===== config.mk =====
export PLATFORM = sky130hd
export DESIGN_NAME = bcd_geom
export DESIGN_NICKNAME = d
export VERILOG_FILES = /design/src/sv/bcd_pkg.sv /design/src/sv/bcd_geom.sv
export SDC_FILE = /design/constraint.sdc
export NUM_CORES = 1
export LEC_CHECK = 0
export ABC_CLOCK_PERIOD_IN_PS = 4900
export BUFFER_PORTS_ARGS = -buffer_cell sky130_fd_sc_hd__buf_2
export CAP_MARGIN = 10
export CORE_MARGIN = 2
export CORE_UTILIZATION = 53
export CTS_CLUSTER_DIAMETER = 40
export DETAILED_ROUTE_END_ITERATION = 12
export HOLD_SLACK_MARGIN = 0.05
export PLACE_DENSITY = 0.87
export SLEW_MARGIN = 25
export SYNTH_ARGS = -nofsm -noshare
export SYNTH_HDL_FRONTEND = slang
export SYNTH_SLANG_ARGS = --single-unit

===== constraint.sdc =====
create_clock -name aclk -period 4.9 [get_ports aclk]
set_input_delay 0.98 -clock aclk [delete_from_list [all_inputs] [get_ports aclk]]
set_output_delay 0.98 -clock aclk [all_outputs]
set_load 0.01 [all_outputs]

===== src/sv/bcd_pkg.sv =====
// shared types, widths and register codes for the box containment distance core
package bcd_pkg;

    // number of spatial axes handled per word
    localparam int NAXES       = 3;
    // field widths
    localparam int COORD_W     = 24;
    localparam int HW_W        = 23;
    localparam int DIST_W      = 24;
    localparam int HWA_W       = 26;
    localparam int LIM_W       = HWA_W + 1;
    localparam int OVER_W      = 25;
    localparam int SQO_W       = 2 * OVER_W;
    localparam int SQC_W       = 2 * DIST_W;
    localparam int SUM_W       = SQO_W + 2;
    localparam int ROOT_W      = SUM_W / 2;
    localparam int REM_W       = ROOT_W + 1;
    localparam int OUT_W       = 25;
    localparam int CFG_W       = 24;
    localparam int CFG_IDX_W   = 2;
    localparam int MARGIN_W    = 24;

    // stream word widths
    localparam int S_FIELDS_W  = 6 * COORD_W + NAXES * HW_W + COORD_W;
    localparam int S_TDATA_W   = ((S_FIELDS_W + 7) / 8) * 8;
    localparam int M_TDATA_W   = ((2 * OUT_W + 7) / 8) * 8;

    // pipeline layout: two geometry stages, multiply, sum, one stage per root bit
    localparam int SQRT_STAGES = ROOT_W;
    localparam int ST_SQRT0    = 4;
    localparam int PIPE_STAGES = ST_SQRT0 + SQRT_STAGES;

    // saturation limit of the distance outputs
    localparam logic [OUT_W-1:0] DIST_MAX = {OUT_W{1'b1}};

    // configuration register indexes
    typedef enum logic [CFG_IDX_W-1:0] {
        CFG_ACTIVE_DIMS = 2'd0,
        CFG_OFFSET_MASK = 2'd1,
        CFG_COULOMB     = 2'd2,
        CFG_MARGIN      = 2'd3
    } cfg_idx_t;

    // decoded configuration seen by the geometry stages
    typedef struct packed {
        logic [NAXES-1:0]    active;
        logic [NAXES-1:0]    offset_en;
        logic                coulomb;
        logic [MARGIN_W-1:0] margin;
    } cfg_t;

    // one unpacked input word
    typedef struct packed {
        logic [NAXES-1:0][COORD_W-1:0] point;
        logic [NAXES-1:0][COORD_W-1:0] center;
        logic [NAXES-1:0][HW_W-1:0]    half_width;
        logic [COORD_W-1:0]            adjust;
        logic                          measure;
    } item_t;

    // per-word flags that ride along the pipeline
    typedef struct packed {
        logic measure;
        logic near;
        logic in_box;
    } tag_t;

    // geometry result handed to the squaring stages
    typedef struct packed {
        tag_t                         tag;
        logic [NAXES-1:0][OVER_W-1:0] over;
        logic [NAXES-1:0][DIST_W-1:0] dcen;
    } geom_t;

    // squared sums handed to the root units
    typedef struct packed {
        tag_t             tag;
        logic [SUM_W-1:0] sum_surface;
        logic [SUM_W-1:0] sum_center;
    } sums_t;

endpackage


===== src/sv/bcd_geom.sv =====
// geometry stages: per-axis center distance, adjusted half width, face tests
module bcd_geom
    import bcd_pkg::*;
(
    input  logic  aclk,
    input  logic  adv,
    input  item_t in_item,
    input  cfg_t  cfg,
    output geom_t geom_out
);

    logic [NAXES-1:0][DIST_W-1:0] dist_next;
    logic [NAXES-1:0][HWA_W-1:0]  hwa_next;
    logic [NAXES-1:0][DIST_W-1:0] dist_reg;
    logic [NAXES-1:0][HWA_W-1:0]  hwa_reg;
    logic                         measure_reg;
    logic [NAXES-1:0]             face;
    logic [NAXES-1:0]             near_fail;
    geom_t                        geom_next;
    geom_t                        geom_reg;

    // stage one: absolute center distance and adjusted half width per axis
    always_comb begin
        logic [COORD_W:0] diff;
        logic [COORD_W:0] mag;
        logic [HWA_W-1:0] adj_ext;
        for (int d = 0; d < NAXES; d++) begin
            diff = {in_item.center[d][COORD_W-1], in_item.center[d]}
                 - {in_item.point[d][COORD_W-1], in_item.point[d]};
            mag  = diff[COORD_W] ? (~diff + 1'b1) : diff;
            dist_next[d] = mag[DIST_W-1:0];
            adj_ext = cfg.offset_en[d]
                    ? {{(HWA_W-COORD_W){in_item.adjust[COORD_W-1]}}, in_item.adjust}
                    : '0;
            hwa_next[d] = {{(HWA_W-HW_W){1'b0}}, in_item.half_width[d]} + adj_ext;
        end
    end

    always_ff @(posedge aclk) begin
        if (adv) begin
            dist_reg    <= dist_next;
            hwa_reg     <= hwa_next;
            measure_reg <= in_item.measure;
        end
    end

    // stage two: at-or-beyond-face tests, overshoot and dielectric margin test
    always_comb begin
        logic [HWA_W-1:0] dist_ext;
        logic [HWA_W-1:0] over_full;
        logic [LIM_W-1:0] lim;
        for (int d = 0; d < NAXES; d++) begin
            dist_ext     = {{(HWA_W-DIST_W){1'b0}}, dist_reg[d]};
            face[d]      = cfg.active[d] && ($signed(dist_ext) >= $signed(hwa_reg[d]));
            over_full    = dist_ext - hwa_reg[d];
            lim          = {hwa_reg[d][HWA_W-1], hwa_reg[d]}
                         + {{(LIM_W-MARGIN_W){1'b0}}, cfg.margin};
            near_fail[d] = cfg.active[d]
                         && ($signed({1'b0, dist_ext}) >= $signed(lim));
            geom_next.over[d] = face[d] ? over_full[OVER_W-1:0] : '0;
            geom_next.dcen[d] = face[d] ? dist_reg[d] : '0;
        end
        geom_next.tag.in_box  = ~|face;
        geom_next.tag.near    = cfg.coulomb & ~|near_fail;
        geom_next.tag.measure = measure_reg;
    end

    always_ff @(posedge aclk) begin
        if (adv) begin
            geom_reg <= geom_next;
        end
    end

    assign geom_out = geom_reg;

endmodule


# Word-level counts from Yosys, hierarchy flattened
# Index checks and enable logic that the tools add are counted.
# word_totals
inputBits	271
wordCells	57
output_inout_bits	150
register_bits	301
# classes
muxes	6
magnitude_cmp	6
n_reduce_logical	10
n_bitwise	4
add_sub_neg	15
# ops
operator	n
adder 26 x 25 -> 27 bit	3
greater-or-equal comparator 25 x 27 -> 1 bit	3
adder 23 x 26 -> 26 bit	3
greater-or-equal comparator 25 x 26 -> 1 bit	3
two-way mux 26 bit	3
subtractor 24 x 24 -> 25 bit	3
subtractor 24 x 25 -> 25 bit	3
adder 24 x 1 -> 24 bit, second input constant	3
two-way mux 24 bit	3
inverter 24 bit	3
logical AND 1 bit	6
OR reduction 3 bit	2
logical NOT 1 bit	2
AND 1 bit	1

# Longest topological paths before layout
# depth
word_depth	6
depth_mapped	24

# Worst setup path before layout
# Ideal clock, no wire load.
# synth_path
path_kind	input to register
from	input port cfg[0] in the netlist's numbering
to	register geom_reg, in the netlist geom_out[148], data pin
stages	24
setup_slack_ps	-47
setup_time_ps	157
t_arrival_ps	4790
path_buffers	0
path_cell_list	ha_1 > inv_1 > fa_1 > nor2b_1 > o31a_1 > o211ai_1 > a21oi_1 > o211ai_1 > nand2_1 > a21oi_1 > o21bai_1 > a21oi_1 > xor2_1 > ha_1 > a21oi_1 > nor2b_1 > o21ai_0 > nand2b_1 > a2111oi_0 > o21ai_0 > o2111ai_1 > o21ai_0 > or4_1 > nor3_1
# synth_lines
element	line	text
start: declaration	bcd_geom.sv:8	input cfg_t cfg,
end signal: assignment	bcd_geom.sv:70	geom_reg <= geom_next;
end: declaration	bcd_geom.sv:20	geom_t geom_reg;

==> impl_results.md <==
- Unrepaired setup endpoints after global routing: true
- Normalized max-slew margin: 36.5%
- Number of synthesized flops with an enable pin: 301
- First-pass GRT wire length: 128000 um
- Synth warn: 0
- Site row count: 83
- Cell Area, Synth: 0.0272 mm^2
- Multi-input gate area: 0.0172 mm^2
- HPWL after DPL: 70500 um
- DRT Wirelength: 85700 um
- Largest net degree at the start of global routing: 93
- Final Skew: 30.3 ps
- Worst Tran Pin Value: 942 ps
- Deepest clock path buffer count: 3
- Worst hold-check path type: reg -> reg
- DR top layer: met5
- Routed vias/inst: 5.88
- Total vias in the final route: 24800
- Worst vdd ir: 0.210 mV
- Final setup vio count: 0
- Clk sinks: 301
- Period minus WS final: 4750 ps
- Crit. End Element: flop
- Setup WS pre-CTS: -495 ps
- Post-synth top area cell: edfxtp_1
- Core area: 0.0511 mm^2
- H-Tree Depth: 2
- Fill cell instance count of the final layout: 4270
- TritonCTS Buffers: 42
- Initial drt markers: 2359
- Metal3 WL: 7840 um
- Top post-synthesis cells by area: edfxtp_1 (33%), ha_1 (17%), xnor2_1 (5.5%)
- Post-synthesis sequential area ratio: 33.2%
- Die H: 231 um
- Met2 routed WL: 37100 um
- Fraction of registers with async set/reset: 0%
- Maximum clock frequency: 211 MHz
- Met1 wire length: 35900 um
- Chip Width: 231 um
- Initial antenna violation count: 16
- Insertion delay to the later sink of the worst-skew pair: 590 ps
- Clock transition at path regs: 60 ps
- Endpoints failing hold: 0
- Most frequent cells in the layout: buf_2 (419), ha_1 (359), edfxtp_1 (301), inv_1 (248), nor2_1 (211)
- Placer's final routability congestion estimate: 1.01
- Power density over the cells: 389 mW/mm^2
- Crit path kind: in -> reg
- Area growth syn-to-layout: 19.6%
- Final Worst Setup Slack: 153 ps
- Nets: 4136
- Required @ worst endpoint: 5330 ps
- Max reg flops: 150
- Crit share post-route: 96.9%
- Remaining DRCs: 0
- Post-CTS Setup Bufs: 0
- Vias in the first global route: 22800
- Final Max Tran Viols: 0
- Input/output buffers: 420
- 1st-pass router iterations: 5
- Routed Antenna Nets: 0
- Register area: 0.00904 mm^2
- Final Hold Slack: 454 ps
- Mapped Cells: 2952
- Finished Cell Area: 0.0326 mm^2
- Status: complete, no violations
- Syn Area/Cell: 9.22 um^2
- P_leak: 15.1 nW
- Dpl cell area: 0.0310 mm^2
- Crit-path max FO: 3
- Finished Core Util: 63.7%
- Synth Flop Type: edfxtp_1
- Total power: 12.7 mW
- Drt wl/cell: 20.3 um
- Tot GR Track Use: 31.4%
- Yosys reg bits: 301
- Proportion of layout cells with a drive suffix above 1: 19.1%
- Cts repair resizes: 0
- Cts hold-fix bufs: 0
- CTS root buffer: clkbuf_16
- Leading cell type in the layout, fill and taps excluded: buf_2
- Share of the synthesized area in the top cell type: 33.2%
- Crit path DAT: 5170 ps
- Post-Syn Nets: 3595
- Max Cap Viol: 0
- Overflow after GRT: 0
- CTS tree: done
- Synth unique cells: 81
- Die area: 0.0532 mm^2
- Initial Util: 53.3%
- Ports: 421
- Type of origin of the critical path: input pin
[final timing paths]
path / start / to / slack, ps / cells past startpoint
max reg2reg: hwa_reg[52]$_DFFE_PP_ / geom_out[148]$_DFFE_PP_ / 290 / 24
min reg2reg: measure_reg$_DFFE_PP_ / geom_out[149]$_DFFE_PP_ / 450 / 0
max: cfg[5] / geom_out[148]$_DFFE_PP_ / 150 / 21
min: measure_reg$_DFFE_PP_ / geom_out[149]$_DFFE_PP_ / 450 / 0
[kinds of logic after synthesis]
logic type	Yosys count	synth area share, %
and+or+nand+nor	901	16.9
adders and majority gates	372	17.4
DFF	301	33.2
muxes	5	0.188
xor gates and xnor gates	276	8.88
AOI/OAI and AO/OA	801	19.3
buffers and inverters	296	4.11
[final cells by class]
type | instances | area share [%]
Antenna cell | 5 | 0.0384
Clock buffer | 45 | 3.33
Clock inverter | 32 | 1.12
Inverter | 249 | 2.87
Multi-Input combinational cell | 2355 | 52.8
Sequential cell | 301 | 27.8
Tap cell | 680 | 2.61
Timing Repair Buffer | 544 | 9.46
[critical path, cell delays in order]
cell       delay (ps)
buf_2             120
buf_4             150
ha_1              300
o21a_1            200
o21a_1            200
and3_1            190
a221o_1           350
a21oi_2           180
o21bai_1           90
a21oi_1           230
xor2_1            180
ha_1              260
and4_1            210
nand4_1           100
nor3_1             90
a2111oi_2         320
a21oi_1           130
o21ai_1           140
nor2_1            100
or4_1             550
nor3_2            110
[routing by layer]
layer	vias to the layer above	track usage, %
li1	11900	-
met1	11500	42.4
met2	1113	48.3
met3	234	6.04
met4	20	15.5
met5	-	0
[metrics by stage]
step / setup TNS, ps / instances
floorplan: 0 / 2952
global placement: -471 / 4129
detailed placement: -495 / 4129
CTS: 0 / 4206
global route: -79.9 / 4208
finish: 0 / 4211
[cell usage after synthesis, drive strengths merged (11+ instances only)]
cell type  number
ha            360
xnor2         172
edfxtp        301
xor2          104
or3            24
a21oi         208
nor4           12
nand4          34
o211ai         11
and3           45
nand2b         45
o21a           68
nand2         167
nor2b          47
nor3           73
nand3          65
clkbuf         44
a211oi         32
nor2          211
a211o          14
o21bai         28
a21o           94
or2            13
o31a           16
a31oi          30
o21ai         175
and2          126
o31ai          27
inv           249
fa             12
[where the power goes]
| part | total, mW | switching, mW | internal [mW] |
|---|---|---|---|
| sequential | 3.90 | 0.482 | 3.42 |
| clock | 3.14 | 1.31 | 1.83 |
| combinational | 5.62 | 3.13 | 2.49 |
| total | 12.7 | 4.92 | 7.74 |
No activity file was read; power rests on OpenSTA's default activity.
