### src/sv/bcd_pkg.sv
// shared types, widths and register codes for the box containment distance core
package bcd_pkg;

    // number of spatial axes handled per word
    localparam int NAXES       = 3;
    // field widths
    localparam int COORD_W     = 24;
    localparam int HW_W        = 23;
    localparam int DIST_W      = 24;
    localparam int HWA_W       = 26;
    localparam int LIM_W       = HWA_W + 1;
    localparam int OVER_W      = 25;
    localparam int SQO_W       = 2 * OVER_W;
    localparam int SQC_W       = 2 * DIST_W;
    localparam int SUM_W       = SQO_W + 2;
    localparam int ROOT_W      = SUM_W / 2;
    localparam int REM_W       = ROOT_W + 1;
    localparam int OUT_W       = 25;
    localparam int CFG_W       = 24;
    localparam int CFG_IDX_W   = 2;
    localparam int MARGIN_W    = 24;

    // stream word widths
    localparam int S_FIELDS_W  = 6 * COORD_W + NAXES * HW_W + COORD_W;
    localparam int S_TDATA_W   = ((S_FIELDS_W + 7) / 8) * 8;
    localparam int M_TDATA_W   = ((2 * OUT_W + 7) / 8) * 8;

    // pipeline layout: two geometry stages, multiply, sum, one stage per root bit
    localparam int SQRT_STAGES = ROOT_W;
    localparam int ST_SQRT0    = 4;
    localparam int PIPE_STAGES = ST_SQRT0 + SQRT_STAGES;

    // saturation limit of the distance outputs
    localparam logic [OUT_W-1:0] DIST_MAX = {OUT_W{1'b1}};

    // configuration register indexes
    typedef enum logic [CFG_IDX_W-1:0] {
        CFG_ACTIVE_DIMS = 2'd0,
        CFG_OFFSET_MASK = 2'd1,
        CFG_COULOMB     = 2'd2,
        CFG_MARGIN      = 2'd3
    } cfg_idx_t;

    // decoded configuration seen by the geometry stages
    typedef struct packed {
        logic [NAXES-1:0]    active;
        logic [NAXES-1:0]    offset_en;
        logic                coulomb;
        logic [MARGIN_W-1:0] margin;
    } cfg_t;

    // one unpacked input word
    typedef struct packed {
        logic [NAXES-1:0][COORD_W-1:0] point;
        logic [NAXES-1:0][COORD_W-1:0] center;
        logic [NAXES-1:0][HW_W-1:0]    half_width;
        logic [COORD_W-1:0]            adjust;
        logic                          measure;
    } item_t;

    // per-word flags that ride along the pipeline
    typedef struct packed {
        logic measure;
        logic near;
        logic in_box;
    } tag_t;

    // geometry result handed to the squaring stages
    typedef struct packed {
        tag_t                         tag;
        logic [NAXES-1:0][OVER_W-1:0] over;
        logic [NAXES-1:0][DIST_W-1:0] dcen;
    } geom_t;

    // squared sums handed to the root units
    typedef struct packed {
        tag_t             tag;
        logic [SUM_W-1:0] sum_surface;
        logic [SUM_W-1:0] sum_center;
    } sums_t;

endpackage

### src/sv/bcd_isqrt.sv
// pipelined floor square root, one root bit per stage
module bcd_isqrt
    import bcd_pkg::*;
(
    input  logic              aclk,
    input  logic              adv,
    input  logic [SUM_W-1:0]  rad_in,
    output logic [ROOT_W-1:0] root_out
);

    logic [REM_W-1:0]  rem_reg  [SQRT_STAGES-1];
    logic [SUM_W-1:0]  rad_reg  [SQRT_STAGES-1];
    logic [ROOT_W-1:0] root_reg [SQRT_STAGES];

    for (genvar k = 0; k < SQRT_STAGES; k++) begin : g_stage
        logic [REM_W-1:0]  rem_prev;
        logic [ROOT_W-1:0] root_prev;
        logic [SUM_W-1:0]  rad_prev;
        logic [REM_W+1:0]  cur;
        logic [REM_W+1:0]  trial;
        logic [REM_W+1:0]  rem_sub;
        logic              take;

        // previous partial state, zero remainder and root at the first stage
        if (k == 0) begin : g_first
            assign rem_prev  = '0;
            assign root_prev = '0;
            assign rad_prev  = rad_in;
        end else begin : g_rest
            assign rem_prev  = rem_reg[k-1];
            assign root_prev = root_reg[k-1];
            assign rad_prev  = rad_reg[k-1];
        end

        // bring down two radicand bits and try root*4+1
        assign cur     = {rem_prev, rad_prev[SUM_W-1 -: 2]};
        assign trial   = {1'b0, root_prev, 2'b01};
        assign take    = (cur >= trial);
        assign rem_sub = cur - trial;

        always_ff @(posedge aclk) begin
            if (adv) begin
                root_reg[k] <= {root_prev[ROOT_W-2:0], take};
            end
        end

        if (k < SQRT_STAGES - 1) begin : g_carry
            always_ff @(posedge aclk) begin
                if (adv) begin
                    rem_reg[k] <= take ? rem_sub[REM_W-1:0] : cur[REM_W-1:0];
                    rad_reg[k] <= {rad_prev[SUM_W-3:0], 2'b00};
                end
            end
        end
    end

    assign root_out = root_reg[SQRT_STAGES-1];

endmodule
### config.mk
export PLATFORM = sky130hd
export DESIGN_NAME = bcd_isqrt
export DESIGN_NICKNAME = d
export VERILOG_FILES = /design/src/sv/bcd_pkg.sv /design/src/sv/bcd_isqrt.sv
export SDC_FILE = /design/constraint.sdc
export NUM_CORES = 2
export LEC_CHECK = 0
export ABC_AREA = 1
export BUFFER_PORTS_ARGS = -buffer_cell sky130_fd_sc_hd__buf_2
export CAP_MARGIN = 25
export CORE_UTILIZATION = 60
export CTS_CLUSTER_DIAMETER = 40
export DETAILED_ROUTE_END_ITERATION = 8
export PLACE_DENSITY = 0.77
export SETUP_SLACK_MARGIN = 0.15
export SLEW_MARGIN = 5
export SYNTH_ARGS = -nofsm -noshare
export SYNTH_HDL_FRONTEND = slang
export SYNTH_SLANG_ARGS = --single-unit
### constraint.sdc
create_clock -name aclk -period 3.2 [get_ports aclk]
set_clock_uncertainty 0.2 [all_clocks]
set_input_delay 0.48 -clock aclk [delete_from_list [all_inputs] [get_ports aclk]]
set_output_delay 0.48 -clock aclk [all_outputs]
set_load 0.05 [all_outputs]
# Word-level counts from Yosys, hierarchy flattened
# Memories as Yosys holds them, arrays and structs flattened.
# Cells that the tools add are included.
# W data, S select, Z words.
dict set report word_totals {
  reg_bits 0
  ramBits 2601
  inputBits 54
  output_inout_bits 26
  elab_cells 81
  n_memories 3
}
# memory words word_bits rd rd_ports_with_merged_regs wr line_no
set mem_list {}
lappend mem_list {rad_reg 25 50 25 0 25 bcd_isqrt.sv:12} ;# logic [SUM_W-1:0] rad_reg [SQRT_STAGES-1];
lappend mem_list {root_reg 26 26 26 0 26 bcd_isqrt.sv:13} ;# logic [ROOT_W-1:0] root_reg [SQRT_STAGES];
lappend mem_list {rem_reg 25 27 25 0 25 bcd_isqrt.sv:11} ;# logic [REM_W-1:0] rem_reg [SQRT_STAGES-1];
dict set report op_classes {
  add_sub_neg 25
  magnitude_cmp 26
  n_mux 27
}
# cell n
set ops {}
lappend ops {{$ge A29 B28 Y1} 25}
lappend ops {{$mux W27} 25}
lappend ops {{$sub A27 B27 Y27} 24}
lappend ops {{$sub A2 B1 Y3 const B} 1}
lappend ops {{$ge A2 B1 Y1 const B} 1}
lappend ops {{$mux W1} 2}

# Logic depth before layout (Yosys ltp)
# An unclocked memory read counts as a cell.
dict set report logic_depth {
  depth_word 3
  ltp_mapped 16
  ltp_nobuf 15
}

# Least setup slack after synthesis
# Ideal clock, no wire load.
dict set report synth_timing {
  path_kind {register -> register}
  start {memory rem_reg[0][139] in the netlist's numbering}
  end {memory rem_reg[0][174] in the netlist's numbering, data pin}
  arrival_ps 1805
  path_slack_ps 935
  stages_incl_launch_ff 9
  synth_period_minus_slack_ps 2265
  path_cell_list {edfxtp_1 -> ha_1 -> a21oi_1 -> o21ai_0 -> nor2_1 -> nand4_1 -> nor2_4 -> buf_6 -> a21oi_2}
}
# element line_no
set synth_rtl {}
lappend synth_rtl {{start: declaration} bcd_isqrt.sv:11}

==> flow_summary.rst <==
.. list-table::
   :header-rows: 1

   * - Metric
     - Value
   * - Dpl cell area
     - 93790 um^2
   * - Row Count
     - 142
   * - RSZ-0062 raised after global routing
     - false
   * - Drc violations
     - 0
   * - Post-Syn Nets
     - 10751
   * - Number of warnings printed during yosys synthesis
     - 0
   * - Worst Reg2Reg Path Length in Cells
     - 12
   * - Number of top-level pins
     - 80
   * - Proportion of synthesized flip-flops having asynchronous set or reset
     - 0%
   * - Placeable core area
     - 149800 um^2
   * - CP max FO
     - 36
   * - Clock Latency Late Sink
     - 840 ps
   * - Post-route setup TNS
     - 0 ps
   * - Initial core utilization
     - 60.38%
   * - Fraction of layout instances using a drive strength above 1
     - 7.737%
   * - Max reg flops
     - 650
   * - Via count
     - 69655
   * - Antenna viol nets, final
     - 0
   * - Maximum number of pins on one net before global-route repair
     - 115
   * - Number of global-route vias before repair
     - 66449
   * - Post-synth EDFFs
     - 1639
   * - Terminating pin of the worst hold path
     - rad_reg[0][17]$_DFFE_PP_
   * - Port buffer count
     - 79
   * - Setup repair bufs after CTS
     - 0
   * - Critical path endpoint category
     - flip-flop
   * - GRT Total Usage
     - 31.50%
   * - Post-Place Worst Slack
     - 301.1 ps
   * - Clock Power Share
     - 37.7%
   * - TritonCTS clock tree
     - done
   * - Class of the worst hold path
     - in -> reg
   * - Sequential power share
     - 42.2%
   * - Clock slew at the register clock pins of the worst setup and hold paths
     - 60 ps
   * - Total wire length
     - 241.0 mm
   * - Share of total power consumed by net switching
     - 31.68%
   * - Total clock sinks
     - 1639
   * - FF-to-FF End
     - rem_reg[1][70]$_DFFE_PP_
   * - Avg Cell Area, Syn
     - 8.765 um^2
   * - Clock Tree Root
     - sky130_fd_sc_hd__clkbuf_16
   * - CP Class
     - reg -> reg
   * - Antenna violations before repair
     - 4
   * - Avg Vias per Cell
     - 5.395
   * - First-pass GRT wire length
     - 371.6 mm
   * - Final number of setup-violating endpoints
     - 0
   * - Total grt overflow
     - 0
   * - Slack of the critical path
     - 320.4 ps
   * - Chip height
     - 390.2 um
   * - R2R Path Start
     - root_reg[1][42]$_DFFE_PP_
   * - CP Data Arrival Time
     - 3190 ps
   * - Sequential area share after synthesis
     - 54.42%
   * - Drt wl/cell
     - 18.67 um
   * - First-pass detailed-route iteration total
     - 7
   * - Level count of the clock H-tree
     - 4
   * - Max-cap check violation count
     - 0
   * - Max Clk Rate
     - 347.3 MHz
   * - Total power density per cell area
     - 657.5 nW/um^2
   * - Placer Congestion
     - 1.005
   * - # nets final
     - 11135
   * - Time the worst path needs with I/O delays and setup
     - 2880 ps
   * - Worst slew margin relative to its limit
     - 55.99%
   * - Total clock buffers created by CTS
     - 221
   * - Final critical-path share of the clock period
     - 89.99%
   * - Hold path depth
     - 2
   * - Nature of the critical path startpoint
     - flip-flop
   * - Hold violation total from the final report
     - 0
   * - Worst R2R Setup Slack
     - 320 ps
   * - Number of distinct library cells after synthesis
     - 56
   * - HPWL Detailed
     - 181.6 mm
   * - Cell count after synthesis
     - 10318
   * - Die Footprint
     - 152300 um^2
   * - First-iteration detailed-routing DRC count
     - 7187
   * - Worst Min Path Start
     - rad_in[17]
   * - Result of the run
     - complete, no violations
   * - Data required, critical path
     - 3510 ps
   * - Primary FF master, synth
     - sky130_fd_sc_hd__edfxtp_1
   * - Share of power burned in combinational logic
     - 20.1%
   * - Die width
     - 390.2 um
   * - Number of synthesized register bits
     - 1639
   * - Post-synthesis instance area
     - 90430 um^2
   * - Leak pwr
     - 47.49 nW
   * - Syn-to-layout area delta
     - 12.91%
   * - IR Drop Worst-Case VDD
     - 577.1 uV
   * - Worst Tran Pin Value
     - 653.2 ps
   * - Max-slew violation count
     - 0
   * - Maximum root-to-sink buffer count
     - 3
   * - Pint
     - 45.86 mW
   * - Sw power
     - 21.27 mW
   * - Number of inserted filler cells in the final layout
     - 11835
   * - Final Cell Area
     - 102100 um^2
==> stage by stage <==
stage          power [mW]  cells  hold WS (ps)  utilization [%]
2_1_floorplan       37.18  10318         200.3                -
3_3_place_gp        41.64  12441         200.5            62.62
3_5_place_dp        41.80  12441         204.5            62.62
4_1_cts             67.24  12911         105.8            68.16
5_1_grt             70.12  12911         130.2            68.17
6_report            67.13  12912         155.4            68.17
==> cell type report <==
type                    instances  area [um^2]  area share [%]
diodes                          1        2.502        0.002451
flip-flops and latches       1639        49220           48.20
multi-input cells            6765        33620           32.93
repair buffers                247         2107           2.064
clock inverters               181         2110           2.066
well taps                    2016         2522           2.470
inverters                    1828         6877           6.735
clock buffers                 235         5647           5.530
==> worst max-delay path by stage <==
stage | from | endpoint | cells past startpoint
2_1_floorplan | rem_reg[0][139]$_DFFE_PP_ | rem_reg[0][174]$_DFFE_PP_ | 8
3_3_place_gp | rem_reg[1][111]$_DFFE_PP_ | rem_reg[1][152]$_DFFE_PP_ | 12
3_5_place_dp | root_reg[1][105]$_DFFE_PP_ | rem_reg[1][152]$_DFFE_PP_ | 13
4_1_cts | root_reg[1][105]$_DFFE_PP_ | rem_reg[1][152]$_DFFE_PP_ | 13
5_1_grt | rem_reg[1][27]$_DFFE_PP_ | rem_reg[1][71]$_DFFE_PP_ | 13
6_report | root_reg[1][42]$_DFFE_PP_ | rem_reg[1][70]$_DFFE_PP_ | 12
==> critical path, stage by stage (launching register included) <==
cell                       delay (ps)
sky130_fd_sc_hd__edfxtp_1         510
sky130_fd_sc_hd__inv_1             80
sky130_fd_sc_hd__ha_1             390
sky130_fd_sc_hd__nand2_1          190
sky130_fd_sc_hd__nor2_1           230
sky130_fd_sc_hd__nand3_1          150
sky130_fd_sc_hd__o21ai_2          180
sky130_fd_sc_hd__nor2_1            60
sky130_fd_sc_hd__nand2_1          140
sky130_fd_sc_hd__inv_2             60
sky130_fd_sc_hd__buf_12           170
sky130_fd_sc_hd__nand2_1           70
sky130_fd_sc_hd__nand2_1          150
==> cells by family after synthesis <==
group                      synth area share [%]
DFF                                       54.42
and+or+nand+nor                           25.40
AOI/OAI and AO/OA                         3.834
xor gates and xnor gates                  2.692
buffers and inverters                     8.407
adders and majority gates                 5.244
other                                  0.004147
==> placed cells by master, fill, tap and decap left out, types with 45 or more instances in the layout <==
master	n
sky130_fd_sc_hd__a21oi_1	294
sky130_fd_sc_hd__a21oi_2	67
sky130_fd_sc_hd__buf_2	78
sky130_fd_sc_hd__buf_4	90
sky130_fd_sc_hd__clkbuf_16	224
sky130_fd_sc_hd__dlygate4sd3_1	54
sky130_fd_sc_hd__edfxtp_1	1639
sky130_fd_sc_hd__ha_1	379
sky130_fd_sc_hd__inv_1	1795
sky130_fd_sc_hd__inv_6	45
sky130_fd_sc_hd__nand2_1	3579
sky130_fd_sc_hd__nand3_1	606
sky130_fd_sc_hd__nand3b_1	86
sky130_fd_sc_hd__nand4_1	154
sky130_fd_sc_hd__nor2_1	766
sky130_fd_sc_hd__nor2_2	45
sky130_fd_sc_hd__nor3_1	112
sky130_fd_sc_hd__o21ai_0	129
sky130_fd_sc_hd__o21ai_1	46
sky130_fd_sc_hd__xnor2_1	80
sky130_fd_sc_hd__xor2_1	198
==> layer usage <==
layer | wire length, um | vias up | track usage [%]
met2 | 111400 | 2670 | 50.98
met1 | 104500 | 32416 | 43.93
met3 | 17160 | 507 | 4.527
li1 | - | 34060 | -
met4 | 7939 | 2 | 9.989
met5 | 13 | - | 0
==> Yosys cell counts, types with 46 or more instances <==
cell type | count | share of area [%]
sky130_fd_sc_hd__edfxtp_1 | 1639 | 54
sky130_fd_sc_hd__a21oi_2 | 67 | 0.65
sky130_fd_sc_hd__inv_1 | 1795 | 7.5
sky130_fd_sc_hd__nand3b_1 | 86 | 0.71
sky130_fd_sc_hd__nand4_1 | 154 | 1.1
sky130_fd_sc_hd__xnor2_1 | 80 | 0.77
sky130_fd_sc_hd__ha_1 | 379 | 5.2
sky130_fd_sc_hd__o21ai_1 | 46 | 0.25
sky130_fd_sc_hd__nand3_1 | 606 | 3.4
sky130_fd_sc_hd__nor3_1 | 112 | 0.62
sky130_fd_sc_hd__nor2_1 | 768 | 3.2
sky130_fd_sc_hd__a21oi_1 | 294 | 1.6
sky130_fd_sc_hd__nand2_1 | 3579 | 15
sky130_fd_sc_hd__o21ai_0 | 129 | 0.71
sky130_fd_sc_hd__xor2_1 | 198 | 1.9
==> power by group through the flow <==
stage / Sequential (mW) / Clock [mW] / Combinational (mW)
6_report: 28.3 / 25.3 / 13.5
3_3_place_gp: 28.7 / 0 / 13.0
2_1_floorplan: 27.8 / 0 / 9.42
4_1_cts: 28.3 / 25.6 / 13.3
3_5_place_dp: 28.7 / 0 / 13.1
5_1_grt: 28.5 / 26.5 / 15.2
==> repair_timing <==
action / 4_1_cts / 5_1_grt
setup endpoints to repair: 0 / 16
endpoints found under the hold margin: 101 / 0
hold buffers: 54 / 0
resized for setup: 0 / 7
No activity file was read; power rests on OpenSTA's default activity.
